`src/uss_pkg.sv`:
```
// Shared types, constants and helper functions for the UTF-8 sentence splitter.
// Used by uss_classify, the top level and the testbench; depends on nothing else.
package uss_pkg;

  // Depth of the whitespace hold store and the widths that follow from it.
  localparam int HOLD_DEPTH = 32;
  localparam int HOLD_AW    = (HOLD_DEPTH > 1) ? $clog2(HOLD_DEPTH) : 1;
  localparam int CNT_W      = $clog2(HOLD_DEPTH + 1);

  // Request opcodes.
  localparam logic OP_PUSH  = 1'b0;
  localparam logic OP_FLUSH = 1'b1;

  // Byte codes used by the delimiter and whitespace checks.
  localparam logic [7:0] B_SPACE   = 8'h20;
  localparam logic [7:0] B_TAB     = 8'h09;
  localparam logic [7:0] B_CR      = 8'h0D;
  localparam logic [7:0] B_NL      = 8'h0A;
  localparam logic [7:0] B_EXCL    = 8'h21;
  localparam logic [7:0] B_QUEST   = 8'h3F;
  localparam logic [7:0] B_SEMI    = 8'h3B;
  localparam logic [7:0] B_CJK_LD  = 8'hE3;
  localparam logic [7:0] B_CJK_MID = 8'h80;
  localparam logic [7:0] B_CJK_DOT = 8'h82;
  localparam logic [7:0] B_FW_LD   = 8'hEF;
  localparam logic [7:0] B_FW_MID  = 8'hBC;
  localparam logic [7:0] B_FW_EXCL = 8'h81;
  localparam logic [7:0] B_FW_QST  = 8'h9F;
  localparam logic [7:0] B_FW_SEMI = 8'h9B;

  // Input request payload.
  typedef struct packed {
    logic       opcode;
    logic [7:0] text_byte;
  } in_item_t;

  // Result payload.
  typedef struct packed {
    logic       has_byte;
    logic [7:0] out_byte;
    logic       end_flag;
    logic       hold_overflow;
  } out_item_t;

  // Classification of one pushed byte.
  typedef struct packed {
    logic is_nl;
    logic is_ws;
    logic is_delim;
  } byte_class_t;

  // Sequencer states.
  typedef enum logic [3:0] {
    S_IDLE  = 4'b0001,
    S_DRAIN = 4'b0010,
    S_OVF   = 4'b0100,
    S_LAST  = 4'b1000
  } state_t;

  // Advance a hold store pointer with wrap.
  function automatic logic [HOLD_AW-1:0] ptr_inc(input logic [HOLD_AW-1:0] p);
    logic [HOLD_AW-1:0] r;
    if ({1'b0, p} == (HOLD_AW+1)'(HOLD_DEPTH - 1)) begin
      r = '0;
    end else begin
      r = p + 1'b1;
    end
    return r;
  endfunction

  // Slot after the newest held byte: head plus count, modulo the depth.
  function automatic logic [HOLD_AW-1:0] ptr_add(input logic [HOLD_AW-1:0] p,
                                                 input logic [CNT_W-1:0]   n);
    logic [CNT_W:0] sum;
    sum = (CNT_W+1)'(p) + (CNT_W+1)'(n);
    if (sum >= (CNT_W+1)'(HOLD_DEPTH)) begin
      sum = sum - (CNT_W+1)'(HOLD_DEPTH);
    end
    return sum[HOLD_AW-1:0];
  endfunction

endpackage

```
`src/uss_ram.sv`:
```
// Generic single-write, single-read RAM with registered, enabled read.
// Self-contained; a read at the address being written returns the old data.
module uss_ram #(
  parameter int WIDTH = 8,
  parameter int DEPTH = 32
) (
  input  logic                                      clk,
  input  logic                                      we,
  input  logic [((DEPTH > 1) ? $clog2(DEPTH) : 1)-1:0] waddr,
  input  logic [WIDTH-1:0]                          wdata,
  input  logic                                      re,
  input  logic [((DEPTH > 1) ? $clog2(DEPTH) : 1)-1:0] raddr,
  output logic [WIDTH-1:0]                          rdata
);

  logic [WIDTH-1:0] mem_r [DEPTH];
  logic [WIDTH-1:0] rdata_r;

  // Write port and registered read port.
  always_ff @(posedge clk) begin
    if (we) begin
      mem_r[waddr] <= wdata;
    end
    if (re) begin
      rdata_r <= mem_r[raddr];
    end
  end

  assign rdata = rdata_r;

endmodule

```
`src/uss_classify.sv`:
```
// Byte classifier: whitespace, newline and sentence delimiter detection.
// Uses uss_pkg for byte codes and the classification struct.
module uss_classify
  import uss_pkg::*;
(
  input  logic [7:0]  cur_byte,
  input  logic [15:0] recent,
  input  logic [1:0]  recent_cnt,
  output byte_class_t cls
);

  logic [7:0] p1;
  logic [7:0] p2;
  logic       two_prev;
  logic       wide;
  logic       ascii_delim;

  assign p1       = recent[7:0];
  assign p2       = recent[15:8];
  assign two_prev = recent_cnt[1];

  // Full-width delimiters need the two preceding bytes of the sentence.
  always_comb begin
    wide = 1'b0;
    if (two_prev) begin
      if (p2 == B_CJK_LD && p1 == B_CJK_MID && cur_byte == B_CJK_DOT) begin
        wide = 1'b1;
      end
      if (p2 == B_FW_LD && p1 == B_FW_MID &&
          (cur_byte == B_FW_EXCL || cur_byte == B_FW_QST || cur_byte == B_FW_SEMI)) begin
        wide = 1'b1;
      end
    end
  end

  assign ascii_delim = (cur_byte == B_EXCL) || (cur_byte == B_QUEST) || (cur_byte == B_SEMI);

  assign cls.is_nl    = (cur_byte == B_NL);
  assign cls.is_ws    = (cur_byte == B_SPACE) || (cur_byte >= B_TAB && cur_byte <= B_CR);
  assign cls.is_delim = wide || ascii_delim;

endmodule

```
`src/utf8_sentence_splitter.sv`:
```
// Top level of the UTF-8 sentence splitter: sequencer, sentence state and hold store.
// Depends on uss_pkg, uss_classify and uss_ram.
//
// Usage: the in_ channel takes one request per accepted in_valid/in_ready
// handshake: a text byte (opcode push) or a flush that closes the open sentence.
// The out_ channel delivers result items, one per handshake, in stream order:
// sentence bytes, and end markers alone where a sentence closes on a newline or
// a flush. Inner whitespace is held in a 32-entry RAM ring and
// released in front of the next visible byte.
// A request that causes no result leaves the sequencer in S_IDLE. Otherwise
// the sequencer releases held bytes in S_DRAIN, one byte per cycle from the
// hold RAM read port while the output register is free, then gives the final
// result of the request in S_LAST; a hold store overflow passes through S_OVF.
// in_ready is low while the sequencer works on a request.
// Reset (rst_n low, synchronous) clears the sentence state, the hold count and
// the output valid flag; the hold RAM needs no clearing pass.
// When the receiver holds out_ready low, the output register keeps its item and
// the sequencer waits; no result is dropped.
module utf8_sentence_splitter
  import uss_pkg::*;
(
  input  logic      clk,
  input  logic      rst_n,
  input  logic      in_valid,
  output logic      in_ready,
  input  in_item_t  in_data,
  output logic      out_valid,
  input  logic      out_ready,
  output out_item_t out_data
);

  state_t             state_r,     state_nxt;
  logic               out_valid_r, out_valid_nxt;
  out_item_t          out_data_r,  out_data_nxt;
  out_item_t          pend_r,      pend_nxt;
  logic [15:0]        recent_r,    recent_nxt;
  logic [1:0]         rcnt_r,      rcnt_nxt;
  logic               started_r,   started_nxt;
  logic [HOLD_AW-1:0] head_r,      head_nxt;
  logic [CNT_W-1:0]   cnt_r,       cnt_nxt;

  logic               in_fire;
  logic               out_free;
  byte_class_t        cls;
  logic               ram_we;
  logic [HOLD_AW-1:0] ram_waddr;
  logic               ram_re;
  logic [HOLD_AW-1:0] ram_raddr;
  logic [7:0]         ram_rdata;
  logic               hold_full;

  assign in_ready = (state_r == S_IDLE);
  assign in_fire  = in_valid && in_ready;
  assign out_free = !out_valid_r || out_ready;
  assign hold_full = (cnt_r == CNT_W'(HOLD_DEPTH));

  // Delimiter and whitespace classification of the incoming byte.
  uss_classify u_classify (
    .cur_byte   (in_data.text_byte),
    .recent     (recent_r),
    .recent_cnt (rcnt_r),
    .cls        (cls)
  );

  // Whitespace hold store, a ring addressed by head and count.
  uss_ram #(
    .WIDTH (8),
    .DEPTH (HOLD_DEPTH)
  ) u_hold_ram (
    .clk   (clk),
    .we    (ram_we),
    .waddr (ram_waddr),
    .wdata (in_data.text_byte),
    .re    (ram_re),
    .raddr (ram_raddr),
    .rdata (ram_rdata)
  );

  assign ram_waddr = ptr_add(head_r, cnt_r);

  // Sequencer and sentence state update.
  always_comb begin
    state_nxt     = state_r;
    out_valid_nxt = out_valid_r && !out_ready;
    out_data_nxt  = out_data_r;
    pend_nxt      = pend_r;
    recent_nxt    = recent_r;
    rcnt_nxt      = rcnt_r;
    started_nxt   = started_r;
    head_nxt      = head_r;
    cnt_nxt       = cnt_r;
    ram_we        = 1'b0;
    ram_re        = 1'b0;
    ram_raddr     = head_r;

    case (state_r)
      S_IDLE: begin
        // Keep the oldest held byte on the read port for a release or overflow.
        ram_re = 1'b1;
        if (in_fire) begin
          if (in_data.opcode == OP_FLUSH || cls.is_nl) begin
            // Sentence closes; held whitespace is dropped.
            pend_nxt = '{has_byte: 1'b0, out_byte: 8'h00, end_flag: 1'b1,
                         hold_overflow: 1'b0};
            if (started_r) begin
              state_nxt = S_LAST;
            end
            recent_nxt  = '0;
            rcnt_nxt    = '0;
            started_nxt = 1'b0;
            cnt_nxt     = '0;
          end else if (cls.is_delim) begin
            // Visible delimiter: release held bytes, then the delimiter with the end flag.
            pend_nxt = '{has_byte: 1'b1, out_byte: in_data.text_byte, end_flag: 1'b1,
                         hold_overflow: 1'b0};
            state_nxt   = (cnt_r != '0) ? S_DRAIN : S_LAST;
            recent_nxt  = '0;
            rcnt_nxt    = '0;
            started_nxt = 1'b0;
          end else begin
            recent_nxt = {recent_r[7:0], in_data.text_byte};
            rcnt_nxt   = rcnt_r[1] ? rcnt_r : rcnt_r + 2'd1;
            if (cls.is_ws) begin
              // Inner whitespace goes to the ring; a full ring sheds its oldest byte.
              if (started_r) begin
                ram_we = 1'b1;
                if (hold_full) begin
                  head_nxt  = ptr_inc(head_r);
                  state_nxt = S_OVF;
                end else begin
                  cnt_nxt = cnt_r + 1'b1;
                end
              end
            end else begin
              // Visible byte: release held bytes first.
              pend_nxt = '{has_byte: 1'b1, out_byte: in_data.text_byte, end_flag: 1'b0,
                           hold_overflow: 1'b0};
              started_nxt = 1'b1;
              state_nxt   = (cnt_r != '0) ? S_DRAIN : S_LAST;
            end
          end
        end
      end
      S_DRAIN: begin
        // One held byte per cycle while the output side takes it.
        if (out_free) begin
          out_valid_nxt = 1'b1;
          out_data_nxt  = '{has_byte: 1'b1, out_byte: ram_rdata, end_flag: 1'b0,
                            hold_overflow: 1'b0};
          ram_re    = 1'b1;
          ram_raddr = ptr_inc(head_r);
          head_nxt  = ptr_inc(head_r);
          cnt_nxt   = cnt_r - 1'b1;
          if (cnt_r == CNT_W'(1)) begin
            state_nxt = S_LAST;
          end
        end
      end
      S_OVF: begin
        // Oldest held byte leaves early with the overflow flag.
        if (out_free) begin
          out_valid_nxt = 1'b1;
          out_data_nxt  = '{has_byte: 1'b1, out_byte: ram_rdata, end_flag: 1'b0,
                            hold_overflow: 1'b1};
          state_nxt = S_IDLE;
        end
      end
      S_LAST: begin
        // Final result of the request.
        if (out_free) begin
          out_valid_nxt = 1'b1;
          out_data_nxt  = pend_r;
          state_nxt     = S_IDLE;
        end
      end
      default: begin
        state_nxt = S_IDLE;
      end
    endcase
  end

  // Control registers.
  always_ff @(posedge clk) begin
    if (!rst_n) begin
      state_r     <= S_IDLE;
      out_valid_r <= 1'b0;
      recent_r    <= '0;
      rcnt_r      <= '0;
      started_r   <= 1'b0;
      head_r      <= '0;
      cnt_r       <= '0;
    end else begin
      state_r     <= state_nxt;
      out_valid_r <= out_valid_nxt;
      recent_r    <= recent_nxt;
      rcnt_r      <= rcnt_nxt;
      started_r   <= started_nxt;
      head_r      <= head_nxt;
      cnt_r       <= cnt_nxt;
    end
  end

  // Payload registers.
  always_ff @(posedge clk) begin
    out_data_r <= out_data_nxt;
    pend_r     <= pend_nxt;
  end

  assign out_valid = out_valid_r;
  assign out_data  = out_data_r;

  // The hold count never exceeds the ring depth.
  a_cnt_bound: assert property (@(posedge clk) disable iff (!rst_n)
    cnt_r <= CNT_W'(HOLD_DEPTH))
    else $error("hold count above depth");

  // A drain is only entered or continued with bytes left to release.
  a_drain_nonempty: assert property (@(posedge clk) disable iff (!rst_n)
    (state_r == S_DRAIN) |-> (cnt_r != '0))
    else $error("drain with empty hold store");

  // A flush leaves a closed sentence with nothing held.
  a_flush_clears: assert property (@(posedge clk) disable iff (!rst_n)
    (in_fire && in_data.opcode == OP_FLUSH) |=> (!started_r && cnt_r == '0))
    else $error("flush did not clear sentence state");

  // An overflow result is only produced from a full ring.
  a_ovf_full: assert property (@(posedge clk) disable iff (!rst_n)
    (state_r == S_OVF) |-> hold_full)
    else $error("overflow emitted without a full hold store");

endmodule

```
`config.mk`:
```
export PLATFORM = sky130hd
export DESIGN_NAME = utf8_sentence_splitter
export DESIGN_NICKNAME = d
export VERILOG_FILES = /design/src/uss_pkg.sv /design/src/uss_ram.sv /design/src/uss_classify.sv /design/src/utf8_sentence_splitter.sv
export SDC_FILE = /design/constraint.sdc
export NUM_CORES = 1
export LEC_CHECK = 0
export BUFFER_PORTS_ARGS = -buffer_cell sky130_fd_sc_hd__buf_2
export CAP_MARGIN = 20
export CORE_ASPECT_RATIO = 2
export CORE_MARGIN = 5
export CORE_UTILIZATION = 41
export DETAILED_ROUTE_END_ITERATION = 8
export SYNTH_ARGS = -nofsm -noshare
export SYNTH_HDL_FRONTEND = slang
export SYNTH_SLANG_ARGS = --single-unit
```
`constraint.sdc`:
```
create_clock -name clk -period 4 [get_ports clk]
set_clock_uncertainty 0.2 [all_clocks]
set_input_delay 0.6 -clock clk [delete_from_list [all_inputs] [get_ports clk]]
set_output_delay 0.6 -clock clk [all_outputs]
set_load 0.03 [all_outputs]
```
# ---- Yosys cells after proc, flatten, opt, wreduce, memory -nomap -nowiden
# Memory sizes are Yosys's and may differ from the RTL's. A register that Yosys moved wholly into a read port is not among the register bits.
# Index checks and enable logic that the tools add are counted.
dict set report op_classes {
  div_mod_pow 0
  eq_ne 40
  order_cmp 3
  bitwise 0
  add_sub_neg 6
  n_mul 0
  reduce_logical 30
  mux 60
  n_shift 0
}
# op n
set op_table {}
lappend op_table {{$eq A8 B8 Y1 const B} 8}
lappend op_table {{$mux W11} 5}
lappend op_table {{$mux W5} 10}
lappend op_table {{$mux W4} 11}
lappend op_table {{$mux W6} 7}
lappend op_table {{$pmux W11 S3} 1}
lappend op_table {{$eq A8 B6 Y1 const B} 4}
lappend op_table {{$mux W16} 2}
lappend op_table {{$reduce_and A7 Y1} 3}
lappend op_table {{$mux W1} 17}
lappend op_table {{$ne A2 B2 Y1 const B} 6}
lappend op_table {{$pmux W4 S3} 1}
lappend op_table {{$pmux W6 S2} 1}
lappend op_table {{$ne A2 B1 Y1 const B} 5}
lappend op_table {{$pmux W5 S2} 1}
lappend op_table {{$ne A3 B1 Y1 const B} 3}
lappend op_table {{$ne A3 B2 Y1 const B} 3}
lappend op_table {{$eq A8 B4 Y1 const B} 1}
lappend op_table {{$ge A8 B4 Y1 const B} 1}
lappend op_table {{$le A8 B4 Y1 const B} 1}
lappend op_table {{$logic_or A1 B1 Y1} 8}
lappend op_table {{$add A5 B6 Y7} 1}
lappend op_table {{$ge A7 B6 Y1 const B} 1}
lappend op_table {{$logic_and A1 B1 Y1} 7}
lappend op_table {{26 further kinds} 31}
dict set report totals {
  memories 1
  wordCells 155
  ramBits 256
  register_bits 56
  input_bits 13
  latch_bits 0
  out_inout_bits 13
  mem_bits_ro 0
}
# name depth width rd rd_ports_with_merged_regs write_ports line
set mem_list {}
lappend mem_list {u_hold_ram.mem_r 32 8 1 1 1 uss_ram.sv:16} ;# logic [WIDTH-1:0] mem_r [DEPTH];

# ---- Longest topological paths before layout
dict set report logic_depth {
  depth_word 13
  depth_mapped 12
  depth_no_buf 10
}

# ---- Hierarchy
# From an unflattened synthesis, not the netlist that was laid out.
dict set report unflattened {
  hier_cells 745
  hier_area_um2 13202.7
}
# mod cells_per_inst area_per_inst_um2 instances seq_area_each_um2
set by_module_without_submodules {}
lappend by_module_without_submodules {uss_ram 417 10133.5 1 7927.6}
lappend by_module_without_submodules {utf8_sentence_splitter 302 2896.5 1 1331.3}
lappend by_module_without_submodules {uss_classify 26 172.7 1 0.0}

# ---- Worst setup path after synthesis
# Ideal clock, no wire load.
dict set report synth_path {
  kind {input port to flip-flop}
  from {input in_data[6] (netlist bit)}
  to {memory u_hold_ram.mem_r[16][0] (enable)}
  t_arrival_ps 2823
  setup_ps 370
  path_stages 6
  path_slack_ps 606
  required_ps 3430
  path_buffers 0
  cell_sequence {or3b_1 > or4_1 > a221o_1 > a211oi_2 > nand3_1 > nor2_1}
}
dict set report synth_between {
  elab_chain_len 13
  word_cells_on_any_way 31
  classes_between {order compare: 2; eq/ne: 9; mux: 10; reduce/logical: 10}
}
# item line
set synth_rtl {}
lappend synth_rtl {{start, declared} utf8_sentence_splitter.sv:26} ;# input in_item_t in_data,
lappend synth_rtl {{parallel branches: the longest is 8 deep, another holds $ge A8 B4 Y1} -}
lappend synth_rtl {{$mux W1 (*)} utf8_sentence_splitter.sv:101} ;# if (in_data.opcode == OP_FLUSH || cls.is_nl) begin
lappend synth_rtl {{$mux W1 (*)} utf8_sentence_splitter.sv:100} ;# if (in_fire) begin
lappend synth_rtl {{$mux W1 (*)} utf8_sentence_splitter.sv:96} ;# case (state_r)
lappend synth_rtl {{$mux W1 (*)} uss_ram.sv:21} ;# if (we) begin
lappend synth_rtl {{$mux W1 (implied by the code) (*)} uss_ram.sv:22} ;# mem_r[waddr] <= wdata;
lappend synth_rtl {{end, declared} uss_ram.sv:16}
# Mark *: on every way between the ends.

# ---- Worst setup path after layout
dict set report layout_path {
  from {register head_r[1]}
  to {register u_hold_ram.rdata_r[4], in the netlist u_hold_ram.rdata[4], read port of u_hold_ram.mem_r (data pin)}
}
dict set report layout_between {
  elab_chain_len 4
  word_cells_on_any_way 5
  classes_between {add/sub: 1; eq/ne: 1; mux: 3}
}
# item line
set layout_rtl {}
lappend layout_rtl {{start, declared} utf8_sentence_splitter.sv:39} ;# logic [HOLD_AW-1:0] head_r, head_nxt;
lappend layout_rtl {{start signal, assigned} utf8_sentence_splitter.sv:198} ;# head_r <= head_nxt;
lappend layout_rtl {{$add A5 B1 Y5 / $eq A5 B5 Y1 (equally long branches)} {uss_pkg.sv:66, uss_pkg.sv:63}}
lappend layout_rtl {{$mux W5} uss_pkg.sv:63} ;# if ({1'b0, p} == (HOLD_AW+1)'(HOLD_DEPTH - 1)) begin
lappend layout_rtl {{$mux W5} -}
lappend layout_rtl {{$mux W5 (*)} utf8_sentence_splitter.sv:96}
lappend layout_rtl {{end, declared} uss_ram.sv:17} ;# logic [WIDTH-1:0] rdata_r;
# Every way passes the cells marked *; elsewhere a longest branch is shown, timed or not.
# A chain may end at the register's enable or synchronous reset.

==> run summary <==
======================================================================================
Result of the run .......................................................    completed
Minimum setup slack after placement .....................................    -0.262 ns
GR met2 Demand/Resource .................................................        39.8%
Number of enable-type register cells in the synthesized netlist .........          285
Mapped Area ............................................................. 13,300 sq um
Total clock buffers created by CTS ......................................           26
Maximum clock frequency .................................................    0.260 GHz
Signed area change from the synthesized netlist to the final layout .....        14.9%
Worst ir drop on vdd ....................................................     0.627 mV
Clock tree from TritonCTS ...............................................        built
Class of the most critical hold timing path .............................    in -> reg
Die outline height ......................................................  265 microns
Number of global-route vias before repair ...............................        8,875
Data required time at the worst endpoint ................................      4.08 ns
Most used routing layer in global routing ...............................         met2
Post-Place Cells ........................................................        1,474
Worst hold stages .......................................................            3
Die boundary width ......................................................  137 microns
Predominant post-synthesis flop cell ....................................     edfxtp_1
Total of warnings raised by yosys .......................................            0
Vias/cell ...............................................................         5.54
Arrival time worst endpoint .............................................      3.93 ns
RSZ-0062 raised after global routing ....................................           no
Longest Clk Path Bufs ...................................................            3
Tmin final ..............................................................      3.85 ns
Number of cells produced by synthesis ...................................          991
Boundary pin count ......................................................           26
Worst R2R Path Depth ....................................................           13
Top fanout value on the critical path ...................................           16
Non-filler cells in the finished layout .................................        1,523
Violation count after the first detailed-routing iteration ..............          639
Global routing met3 resource utilization ................................        2.22%
Hold Crit Start .........................................................   in_data[4]
Number of rows in the core area .........................................           93
Wire length of the first global-routing pass ............................      53.9 mm
Worst Path Class, Setup .................................................   reg -> reg
Slack of the worst reg-to-reg path ......................................      0.15 ns
Capturing point of the worst reg2reg path ............................... u_hold_ram.rdata[4]
Power per Cell Area .....................................................  436 nW/um^2
Final count of pins violating max slew ..................................            0
Final #Nets .............................................................        1,098
Syn_nets ................................................................        1,014
Tot GR Track Use ........................................................        20.1%
Floorplan die area ...................................................... 36,400 sq um
Placement-stage cell area ............................................... 14,400 sq um
# DRC ...................................................................            0
Launching point of the worst reg2reg path ...............................    head_r[1]
Crit path launch type ...................................................     register
Met1 global-route usage .................................................        18.8%
Flop and latch count out of synthesis ...................................          320
Critical path capture point type ........................................     register
Post-detail-place hpwl ..................................................      26.2 mm
Clock Sinks .............................................................          320
Async set-reset flop share out of synthesis .............................           0%
Final antenna-violating net count .......................................            0
Leakage power total .....................................................      4.93 nW
Max_slew headroom .......................................................        28.6%
Initial core utilization ................................................        41.4%
Leftover overflow at the end of global routing ..........................            0
Final worst-path cycle share ............................................        96.3%
Clk Tree Root Cell ......................................................    clkbuf_16
Insertion delay to the later sink of the worst-skew pair ................      0.54 ns
Part of the Yosys area used for sequential elements .....................        69.6%
Post-Route Hold Slack ...................................................     0.185 ns
Worst-case hold path end point ..........................................  recent_r[4]
Share of cells above drive strength 1 ...................................        15.1%
Number of hold-slack violations in the final timing report ..............            0
Antenna violations before repair ........................................            2
Routed wire length ......................................................      36.3 mm
Detailed Routing Iterations Pass 1 ......................................            6
Pin count of the biggest net entering global routing ....................           38
Max H-tree Level ........................................................            1
GP Congestion ...........................................................        0.887
Synth cell types ........................................................           60
Max_cap viols ...........................................................            0
Design Area, Final ...................................................... 15,300 sq um
Transition time at the pin with the least slew margin ...................      1.06 ns
Via Count ...............................................................        8,432
# Post-CTS Setup Buffers ................................................            0
Avg Inst Size Synth .....................................................   13.4 sq um
Number of input and output port buffers inserted ........................           25
Final number of setup-violating endpoints ...............................            0
Final routed wire length divided by cell count .......................... 23.9 microns
Core footprint .......................................................... 32,100 sq um
Clock slew at the register clock pins of the worst setup and hold paths .      0.07 ns
Post-route setup slack ..................................................     0.147 ns
======================================================================================
-- placed cells by master, fill, tap and decap left out, types with 4 or more instances in the layout --
cell | netlist | final
nand4_1 | 7 | 7
nand2_1 | 128 | 128
nor4_1 | 19 | 18
mux2i_1 | 82 | 82
clkinv_2 | 0 | 7
inv_1 | 9 | 9
a21oi_1 | 82 | 82
o31ai_1 | 7 | 7
buf_4 | 0 | 76
nand3_1 | 34 | 34
and2_1 | 4 | 4
and3_1 | 5 | 5
a21o_1 | 12 | 12
ha_1 | 9 | 9
edfxtp_1 | 285 | 285
clkbuf_1 | 29 | 5
mux2_2 | 9 | 9
o21bai_1 | 7 | 7
o221ai_1 | 9 | 9
nor3_1 | 14 | 13
nor2b_1 | 12 | 12
clkbuf_16 | 0 | 27
buf_2 | 14 | 25
o21ai_0 | 30 | 30
dfxtp_1 | 35 | 34
xnor2_1 | 6 | 6
nor2_1 | 59 | 59
o22ai_1 | 27 | 27
o211ai_1 | 6 | 6
bufinv_16 | 0 | 4
-- critical path, cell delays in order (launching register included) --
cell and delay (ns):
dfxtp_2 0.45, ha_1 0.22, and3_1 0.16, ha_1 0.34, nor2_1 0.17, o31ai_4 0.41, nand2_4 0.24, buf_4 0.29
nand2_1 0.09, buf_4 0.23, o221ai_1 0.21, nor4_4 0.29, buf_4 0.21, a21oi_1 0.06
-- per-stage QoR --
step                power [W]  setup TNS (ns)  utilization (%)
floorplan             0.00390               0                -
global placement      0.00405          -0.262             44.7
detailed placement    0.00405          -0.262             44.7
CTS                   0.00670               0             47.6
global route          0.00686               0             47.6
finish                0.00667               0             47.6
-- cells by family after synthesis --
| logic type | after synthesis | share of synthesized area [%] |
|---|---|---|
| adders and majority gates | 10 | 0.997 |
| muxes | 91 | 6.94 |
| xor gates and xnor gates | 9 | 0.593 |
| and+or+nand+nor | 306 | 10.9 |
| DFF | 320 | 69.6 |
| buffers and inverters | 55 | 1.68 |
| AOI/OAI and AO/OA | 200 | 9.26 |
-- metal layers --
| layer | vias to the layer above | share of wire, % |
|---|---|---|
| li1 | 3929 | - |
| met1 | 4185 | 32 |
| met2 | 222 | 58 |
| met3 | 96 | 2.9 |
| met4 | 0 | 7.0 |
| met5 | - | 0 |
-- power by group --
part | switching [W] | internal (W) | leakage (nW)
sequential | 0.0000339 | 0.00368 | 2.87
clock | 0.00115 | 0.00154 | 0.443
combinational | 0.000198 | 0.0000698 | 1.61
-- registers in the layout, summed over array words and instances (netlist names) --
register	cells
cnt_r	6
head_r	5
out_data	11
out_valid	1
pend_r	10
rcnt_r	2
recent_r	16
started_r	1
state_r	4
u_hold_ram.mem_r	256
u_hold_ram.rdata	8
-- what timing repair did --
| item | CTS | global route |
|---|---|---|
| hold buffers | 0 | 0 |
| resized for setup | 3 | 0 |
| setup endpoints to repair | 1 | 0 |
-- final cells by class --
type | instances | area (sq um)
Timing Repair Buffer | 102 | 716
Clock inverter | 14 | 175
Sequential cell | 320 | 9260
Tap cell | 427 | 534
Fill cell | 2931 | 16800
Antenna cell | 1 | 2.50
Multi-Input combinational cell | 616 | 3840
Clock buffer | 34 | 722
Inverter | 9 | 33.8
-- cells in the mapped netlist (12+ instances only) --
master	instances	share of area [%]
nor2_1	59	1.7
nor2b_1	12	0.56
a21o_1	12	0.68
nor3_1	14	0.53
a21oi_1	82	3.1
clkbuf_1	29	0.82
o22ai_1	27	1.3
edfxtp_1	285	64
nand2_1	128	3.6
nor4_1	19	0.89
o21ai_0	30	1.1
mux2i_1	82	6.2
dfxtp_1	35	5.3
buf_2	14	0.53
nand3_1	34	1.3
-- how the worst max path moves through the flow --
| stage | slack, ns | from | end | cells past startpoint |
|---|---|---|---|---|
| floorplan | 0.61 | in_data[6] | u_hold_ram.mem_r[16][0] | 6 |
| global placement | -0.26 | head_r[1] | u_hold_ram.rdata[4] | 13 |
| detailed placement | -0.26 | head_r[1] | u_hold_ram.rdata[4] | 13 |
| CTS | 0.15 | head_r[1] | u_hold_ram.rdata[4] | 13 |
| global route | 0.008 | head_r[1] | u_hold_ram.rdata[4] | 13 |
| finish | 0.15 | head_r[1] | u_hold_ram.rdata[4] | 13 |
No activity file was read; power rests on OpenSTA's default activity.
